### src/rtl/slew_limited_p_position_controller_defines.svh
// Assertion macros for the slew-limited position controller.
`ifndef SLEW_LIMITED_P_POSITION_CONTROLLER_DEFINES_SVH
`define SLEW_LIMITED_P_POSITION_CONTROLLER_DEFINES_SVH

// Same-cycle implication, clocked on clk, off during reset.
`define SLPC_ASSERT_IMPL(lbl, ante, cons, msg) \
	lbl: assert property (@(posedge clk) disable iff (!arst_n) (ante) |-> (cons)) \
		else $error(msg);

// Next-cycle implication, clocked on clk, off during reset.
`define SLPC_ASSERT_NEXT(lbl, ante, cons, msg) \
	lbl: assert property (@(posedge clk) disable iff (!arst_n) (ante) |=> (cons)) \
		else $error(msg);

`endif

### src/rtl/slpc_pkg.sv
// Shared types and constants of the slew-limited position controller.
package slpc_pkg;

	localparam int CFG_INDEX_BITS = 3;
	localparam int SPEED_BITS     = 16;
	localparam int LIMIT_BITS     = 15;
	localparam int WORD_BITS      = 16;
	localparam int MS_BITS        = 8;

	typedef enum logic [CFG_INDEX_BITS-1:0] {
		CFG_TARGET       = 3'd0,
		CFG_MAX_SPEED    = 3'd1,
		CFG_GAIN         = 3'd2,
		CFG_SETTLE_RANGE = 3'd3,
		CFG_SETTLE_MS    = 3'd4,
		CFG_SLEW_STEP    = 3'd5
	} cfg_idx_t;

	localparam logic [LIMIT_BITS-1:0] RST_MAX_SPEED    = 15'd25600;
	localparam logic [WORD_BITS-1:0]  RST_GAIN         = 16'd492;
	localparam logic [WORD_BITS-1:0]  RST_SETTLE_RANGE = 16'd20;
	localparam logic [WORD_BITS-1:0]  RST_SETTLE_MS    = 16'd100;
	localparam logic [LIMIT_BITS-1:0] RST_SLEW_STEP    = 15'd205;

	typedef struct packed {
		logic [WORD_BITS-1:0]  gain;
		logic [LIMIT_BITS-1:0] step;
		logic [LIMIT_BITS-1:0] lim;
		logic                  fwd;
	} side_cfg_t;

endpackage

### src/rtl/slpc_side.sv
// One drive side: proportional command, slew ramp and speed clamp.
module slpc_side #(
	parameter int ERR_BITS = 25
) (
	input  slpc_pkg::side_cfg_t                   cfg,
	input  logic signed [ERR_BITS-1:0]            err,
	input  logic signed [slpc_pkg::SPEED_BITS-1:0] speed_cur,
	output logic signed [slpc_pkg::SPEED_BITS-1:0] speed_nxt
);
	import slpc_pkg::*;

	localparam int PW = ERR_BITS + WORD_BITS + 1;
	localparam int CW = PW - 4;

	logic signed [PW-1:0] err_x;
	logic signed [PW-1:0] gain_x;
	logic signed [PW-1:0] prod;
	logic signed [CW-1:0] cmd;
	logic signed [CW-1:0] spd;
	logic signed [CW-1:0] step_x;
	logic signed [CW-1:0] lim_x;
	logic signed [CW-1:0] raw;
	logic signed [CW-1:0] clamped;
	logic                 ramp;

	always_comb begin
		err_x   = PW'(err);
		gain_x  = PW'(signed'({1'b0, cfg.gain}));
		prod    = err_x * gain_x;
		cmd     = CW'(prod >>> 4);
		spd     = CW'(speed_cur);
		step_x  = CW'(signed'({1'b0, cfg.step}));
		lim_x   = CW'(signed'({1'b0, cfg.lim}));
		ramp    = cfg.fwd ? (cmd > spd) : (cmd < spd);
		if (ramp) begin
			raw = cfg.fwd ? (spd + step_x) : (spd - step_x);
		end else begin
			raw = cmd;
		end
		if (raw > lim_x) begin
			clamped = lim_x;
		end else if (raw < -lim_x) begin
			clamped = -lim_x;
		end else begin
			clamped = raw;
		end
		speed_nxt = SPEED_BITS'(clamped);
	end

endmodule

### src/rtl/slew_limited_p_position_controller.sv
// Top level of the slew-limited proportional position controller.
// One control tick per input item, one result item per tick. An accepted item
// lands in an input register, where the left and right errors and the settle
// range check are formed; when that register advances, each side multiplies
// its error by the gain, ramps and clamps its speed, and the result register
// takes the drives and done flag. A new item is taken every cycle while the
// result side keeps taking results, so sustained rate is one item per clock.
// While a result waits untaken, the input register holds its item.
// Configuration writes take effect at once and are meant for idle periods.
module slew_limited_p_position_controller #(
	parameter int POSITION_BITS = 24
) (
	input  logic clk,
	input  logic arst_n,
	// config write port
	input  logic                                cfg_we,
	input  logic [slpc_pkg::CFG_INDEX_BITS-1:0] cfg_index,
	input  logic [((POSITION_BITS > 16) ? POSITION_BITS : 16)-1:0] cfg_data,
	// input items
	input  logic                                s_axis_tvalid,
	output logic                                s_axis_tready,
	// tdata: left_position, right_position, elapsed_ms, zero fill
	input  logic [((2*POSITION_BITS+8+7)/8)*8-1:0] s_axis_tdata,
	// tuser: start_move
	input  logic [0:0]                          s_axis_tuser,
	// result items
	output logic                                m_axis_tvalid,
	input  logic                                m_axis_tready,
	// tdata: left_drive, right_drive
	output logic [31:0]                         m_axis_tdata,
	// tuser: done_res
	output logic [0:0]                          m_axis_tuser
);
	import slpc_pkg::*;

	localparam int P  = POSITION_BITS;
	localparam int EW = P + 1;
	localparam int AW = (EW > WORD_BITS) ? EW : WORD_BITS;

	logic signed [P-1:0]     target_q;
	logic [LIMIT_BITS-1:0]   max_speed_q;
	logic [WORD_BITS-1:0]    gain_q;
	logic [WORD_BITS-1:0]    settle_range_q;
	logic [WORD_BITS-1:0]    settle_ms_q;
	logic [LIMIT_BITS-1:0]   slew_step_q;

	logic signed [SPEED_BITS-1:0] left_speed_q;
	logic signed [SPEED_BITS-1:0] right_speed_q;
	logic [WORD_BITS-1:0]         timer_q;
	logic                         finished_q;

	logic                 valid_s1;
	logic                 start_s1;
	logic signed [EW-1:0] lerr_s1;
	logic signed [EW-1:0] rerr_s1;
	logic                 far_s1;
	logic [MS_BITS-1:0]   ems_s1;

	logic                  m_valid_q;
	logic [SPEED_BITS-1:0] m_left_q;
	logic [SPEED_BITS-1:0] m_right_q;
	logic                  m_done_q;

	logic                 in_take;
	logic                 advance;
	logic signed [P-1:0]  left_pos;
	logic signed [P-1:0]  right_pos;
	logic signed [EW-1:0] lerr_in;
	logic signed [EW-1:0] rerr_in;
	logic [EW-1:0]        labs_in;
	logic                 far_in;

	logic signed [SPEED_BITS-1:0] left_eff;
	logic signed [SPEED_BITS-1:0] right_eff;
	logic [WORD_BITS-1:0]         timer_eff;
	logic                         fin_eff;
	logic signed [SPEED_BITS-1:0] left_nxt;
	logic signed [SPEED_BITS-1:0] right_nxt;
	logic [WORD_BITS:0]           timer_sum;
	logic [WORD_BITS-1:0]         timer_new;
	logic                         fin_new;
	logic                         done_out;
	side_cfg_t                    side_cfg;

	// configuration registers
	always_ff @(posedge clk or negedge arst_n) begin
		if (!arst_n) begin
			target_q       <= '0;
			max_speed_q    <= RST_MAX_SPEED;
			gain_q         <= RST_GAIN;
			settle_range_q <= RST_SETTLE_RANGE;
			settle_ms_q    <= RST_SETTLE_MS;
			slew_step_q    <= RST_SLEW_STEP;
		end else if (cfg_we) begin
			case (cfg_idx_t'(cfg_index))
				CFG_TARGET:       target_q       <= cfg_data[P-1:0];
				CFG_MAX_SPEED:    max_speed_q    <= cfg_data[LIMIT_BITS-1:0];
				CFG_GAIN:         gain_q         <= cfg_data[WORD_BITS-1:0];
				CFG_SETTLE_RANGE: settle_range_q <= cfg_data[WORD_BITS-1:0];
				CFG_SETTLE_MS:    settle_ms_q    <= cfg_data[WORD_BITS-1:0];
				CFG_SLEW_STEP:    slew_step_q    <= cfg_data[LIMIT_BITS-1:0];
				default: ;
			endcase
		end
	end

	// handshake
	assign advance       = valid_s1 && (!m_valid_q || m_axis_tready);
	assign s_axis_tready = !valid_s1 || advance;
	assign in_take       = s_axis_tvalid && s_axis_tready;

	// input stage: errors and settle range check
	always_comb begin
		left_pos  = s_axis_tdata[P-1:0];
		right_pos = s_axis_tdata[2*P-1:P];
		lerr_in   = EW'(target_q) - EW'(left_pos);
		rerr_in   = EW'(target_q) - EW'(right_pos);
		labs_in   = lerr_in[EW-1] ? EW'(-lerr_in) : EW'(lerr_in);
		far_in    = AW'(labs_in) > AW'(settle_range_q);
	end

	always_ff @(posedge clk or negedge arst_n) begin
		if (!arst_n) begin
			valid_s1 <= 1'b0;
		end else if (in_take) begin
			valid_s1 <= 1'b1;
		end else if (advance) begin
			valid_s1 <= 1'b0;
		end
	end

	always_ff @(posedge clk) begin
		if (in_take) begin
			start_s1 <= s_axis_tuser[0];
			lerr_s1  <= lerr_in;
			rerr_s1  <= rerr_in;
			far_s1   <= far_in;
			ems_s1   <= s_axis_tdata[2*P+MS_BITS-1:2*P];
		end
	end

	// update stage
	always_comb begin
		left_eff  = start_s1 ? '0 : left_speed_q;
		right_eff = start_s1 ? '0 : right_speed_q;
		timer_eff = start_s1 ? '0 : timer_q;
		fin_eff   = start_s1 ? 1'b0 : finished_q;

		side_cfg.gain = gain_q;
		side_cfg.step = slew_step_q;
		side_cfg.lim  = max_speed_q;
		side_cfg.fwd  = target_q > 0;

		timer_sum = {1'b0, timer_eff} + (WORD_BITS+1)'(ems_s1);
		if (far_s1) begin
			timer_new = '0;
		end else if (timer_sum[WORD_BITS]) begin
			timer_new = '1;
		end else begin
			timer_new = timer_sum[WORD_BITS-1:0];
		end
		fin_new  = timer_new > settle_ms_q;
		done_out = fin_eff || fin_new;
	end

	slpc_side #(.ERR_BITS(EW)) u_left (
		.cfg       (side_cfg),
		.err       (lerr_s1),
		.speed_cur (left_eff),
		.speed_nxt (left_nxt)
	);

	slpc_side #(.ERR_BITS(EW)) u_right (
		.cfg       (side_cfg),
		.err       (rerr_s1),
		.speed_cur (right_eff),
		.speed_nxt (right_nxt)
	);

	always_ff @(posedge clk or negedge arst_n) begin
		if (!arst_n) begin
			left_speed_q  <= '0;
			right_speed_q <= '0;
			timer_q       <= '0;
			finished_q    <= 1'b0;
		end else if (advance) begin
			if (fin_eff) begin
				left_speed_q  <= left_eff;
				right_speed_q <= right_eff;
				timer_q       <= timer_eff;
				finished_q    <= 1'b1;
			end else begin
				left_speed_q  <= left_nxt;
				right_speed_q <= right_nxt;
				timer_q       <= timer_new;
				finished_q    <= fin_new;
			end
		end
	end

	// result register
	always_ff @(posedge clk or negedge arst_n) begin
		if (!arst_n) begin
			m_valid_q <= 1'b0;
		end else if (advance) begin
			m_valid_q <= 1'b1;
		end else if (m_axis_tready) begin
			m_valid_q <= 1'b0;
		end
	end

	always_ff @(posedge clk) begin
		if (advance) begin
			m_left_q  <= done_out ? '0 : left_nxt;
			m_right_q <= done_out ? '0 : right_nxt;
			m_done_q  <= done_out;
		end
	end

	assign m_axis_tvalid   = m_valid_q;
	assign m_axis_tdata    = {m_right_q, m_left_q};
	assign m_axis_tuser[0] = m_done_q;

`include "slew_limited_p_position_controller_defines.svh"

	`SLPC_ASSERT_IMPL(a_done_zero_drive, m_valid_q && m_done_q, (m_left_q == '0) && (m_right_q == '0), "done result with nonzero drive")
	`SLPC_ASSERT_NEXT(a_finished_sticky, advance && finished_q && !start_s1, m_done_q && finished_q, "finished state lost without start")
	`SLPC_ASSERT_NEXT(a_far_clears_timer, advance && far_s1 && !fin_eff, timer_q == '0, "settle timer not cleared when far")

endmodule

### config.mk
export PLATFORM = sky130hd
export DESIGN_NAME = slew_limited_p_position_controller
export DESIGN_NICKNAME = d
export VERILOG_FILES = /design/src/rtl/slpc_pkg.sv /design/src/rtl/slpc_side.sv /design/src/rtl/slew_limited_p_position_controller.sv
export VERILOG_INCLUDE_DIRS = /design/src /design/src/rtl
export SDC_FILE = /design/constraint.sdc
export NUM_CORES = 2
export LEC_CHECK = 0
export BUFFER_PORTS_ARGS = -buffer_cell sky130_fd_sc_hd__buf_2
export CAP_MARGIN = 0
export CORE_MARGIN = 3
export CORE_UTILIZATION = 60
export DETAILED_ROUTE_END_ITERATION = 10
export GPL_TIMING_DRIVEN = 0
export HOLD_SLACK_MARGIN = 0.1
export PLACE_DENSITY = 0.84
export SYNTH_ARGS = -nofsm -noshare
export SYNTH_HDL_FRONTEND = slang
export SYNTH_SLANG_ARGS = --single-unit
### constraint.sdc
create_clock -name clk -period 21.9 [get_ports clk]
set_clock_uncertainty 0.15 [all_clocks]
set_input_delay 3.285 -clock clk [delete_from_list [all_inputs] [get_ports clk]]
set_output_delay 3.285 -clock clk [all_outputs]
set_load 0.02 [all_outputs]
==> impl_metrics.yaml <==
run_status:
  status: "finished clean"
final_layout:
  multi_input_area_um2: 38100
  finalNonFillerCells: 6988
  nets: 7266
  fin_area_um2: 53100
  drive_gt1_share_pct: 5.40
  seq_area_um2: 6650
  area_delta_synth_final_pct: 6.00
  nFillCells: 6756
  mostFrequentLayoutCells: "1216 x inv_1, 785 x fa_1, 724 x nand2_1"
  mostFrequentLayoutCell: "inv_1"
timing:
  maxSlewHeadroom_pct: 1.61
  fmax_ghz: 0.0641
  setup_slack_ns: 6.30
  rsz0062_at_grt: "false"
  setup_violations: 0
  hold_viol: 0
  period_share_pct: 71.3
  worst_slew_pin_slew_ns: 1.48
  period_needed_ns: 15.60
  slew_violations: 0
  timing.setup.tns_ns: 0
grt:
  grt_max_degree: 98
  grt_usage_pct: 38.5
  first_global_vias: 42800
  antenna_found_initial: 21
  grt-ovfl-total: 0
  grt_pass1_wl_um: 250000
floorplanning:
  rows: 105
  coreArea_um2: 82400
  start_util_pct: 60.8
  die-width_um: 295
  die_h_um: 295
  ios: 124
  die-area_um2: 87000
synth:
  postSynthAreaPerCell_um2: 8.74
  yosysTopAreaCell: "fa_1"
  ys.flop_type: "dfrtp_1"
  syn_inst: 5730
  synth_seq_cells: 246
  synthTopCellsByArea: "fa_1 31%, ha_1 13%, inv_1 9.1%, dfrtp_1 6.7%, edfxtp_1 5.6%"
  yosysSeqAreaShare_pct: 13.3
  ys_types: 87
  synth_warnings: 0
  synth_fp_nets: 7112
  synthArstFlopShare_pct: 62.2
  synth_edf_count: 93
  synth.top_cell.area_share_pct: 31.4
  syn-cell-area_um2: 50100
cts:
  ctsRootBufferMaster: "clkbuf_16"
  cts_made_buffers: 28
  cts_hold_buf: 0
  cts.sinks: 246
  htree_levels: 1
  cts_tree: "built"
  cts.repair.resized: 0
  insertion_delay_ns: 0.62
  cts_buffer_depth: 3
  cts_setup_buffers: 0
  clkTransAtPathRegs_ns: 0.06
route:
  via_per_inst: 6.01
  drt_pass1_iterations: 8
  vias: 42000
  drtIter0Drc: 4402
  drc: 0
  wl_per_cell_um: 23.3
  wl_um: 163000
  final_antenna_net_count: 0
placement:
  routabilityCongestion: 1.03
  place_area_um2: 52100
  placed_cells: 6924
  port_buffers: 122
  dp_hpwl_um: 134000
  dp_slack_ns: 6.75
critical_path:
  worst-setup-path-type: "reg2reg"
  required_ns: 22.11
  slowest_delay_ns: 1.09
  cp_max_fo: 11
  cpMaxStageDelayCell: "clkbuf_1"
  critPathMostFrequentCell: "clkbuf_1"
  cp-start-kind: "flop"
  endpoint_kind: "flop"
  rrSetupSlack_ns: 6.30
  cp.arrival_ns: 15.82
min_path:
  hold_class: "reg2reg"
run:
  drv_cap: 0
[registers in the layout (all words and copies together), names as in the netlist]
| register | count |
|---|---|
| lerr_s1 | 25 |
| rerr_s1 | 25 |
| target_q | 24 |
| gain_q | 16 |
| left_speed_q | 16 |
| m_left_q | 16 |
| m_right_q | 16 |
| right_speed_q | 16 |
| settle_ms_q | 16 |
| settle_range_q | 16 |
| timer_q | 16 |
| max_speed_q | 15 |
| slew_step_q | 15 |
| ems_s1 | 8 |
| far_s1 | 1 |
| finished_q | 1 |
| m_axis_tuser | 1 |
| m_axis_tvalid | 1 |
| start_s1 | 1 |
| valid_s1 | 1 |
[cells in the mapped netlist, types with 14 or more instances]
master	instances
xor2_1	33
nor2_1	203
and2_1	354
edfxtp_1	93
a211oi_1	26
nor4_1	25
mux2_2	92
inv_1	1216
a21o_1	85
dfstp_2	19
o21a_1	36
nor2b_1	46
or3_1	21
o31ai_1	27
nand2b_1	74
and3_1	26
nand4_1	41
o21bai_1	18
o21ai_0	193
ha_1	508
nand2_1	724
mux2i_1	20
nor3_1	75
xnor2_1	146
dfrtp_1	134
a21oi_1	215
nand3_1	74
a31oi_1	14
clkbuf_1	202
fa_1	785
[metrics by stage]
stage	utilization, %	hold WS (ns)
after floorplan	-	0.288
after global placement	63.2	0.300
after detailed placement	63.2	0.305
after CTS	64.4	0.334
after global routing	64.4	0.364
final	64.4	0.332
[critical path, delay by kind of cell (launching register included)]
family | cells | cell delay, ns
AO/OA/AOI/OAI | 15 | 3.82
flip-flops | 1 | 0.51
AND/OR/NAND/NOR | 9 | 2.22
buffers and inverters | 12 | 3.78
multiplexers | 2 | 0.90
XOR/XNOR | 1 | 0.15
adder cells (fa/ha/maj) | 9 | 3.78
[area by class of cell]
type / instances / share of cell area, %
Multi-Input combinational cell: 4057 / 71.7
Antenna cell: 12 / 0.0566
Buffer: 211 / 1.54
Sequential cell: 246 / 12.5
Clock buffer: 33 / 1.45
Timing Repair Buffer: 124 / 1.25
Clock inverter: 19 / 0.354
Tap cell: 1070 / 2.52
Inverter: 1216 / 8.60
[logic make-up after synthesis]
logic type / count (synthesis) / share of synthesized area, %
and+or+nand+nor: 1707 / 16.5
AOI/OAI and AO/OA: 766 / 9.78
buffers and inverters: 1427 / 10.7
xor gates and xnor gates: 179 / 3.13
DFF: 246 / 13.3
muxes: 112 / 2.47
adders and majority gates: 1293 / 44.1
[routing by layer]
layer | track usage (%) | up-vias | part of all wire, %
met5 | 0 | - | 0.047
met4 | 23.6 | 12 | 7.5
met3 | 9.19 | 598 | 12
met2 | 58.0 | 2455 | 43
met1 | 50.5 | 20600 | 37
li1 | - | 18400 | -
[final timing paths]
kind / startpoint / endpoint / depth (start not counted)
setup / recovery: gain_q[8] / m_right_q[1] / 48
hold / removal: right_speed_q[12] / right_speed_q[12] / 2
setup reg to reg: gain_q[8] / m_right_q[1] / 48
hold reg to reg: right_speed_q[12] / right_speed_q[12] / 2
max in group asynchronous: arst_n / target_q[10] / 2
min in group asynchronous: arst_n / right_speed_q[1] / 1
Power is left out: the tool's default activity adds up to more than one toggle a clock period on the data nets, which glitch-free logic cannot reach.
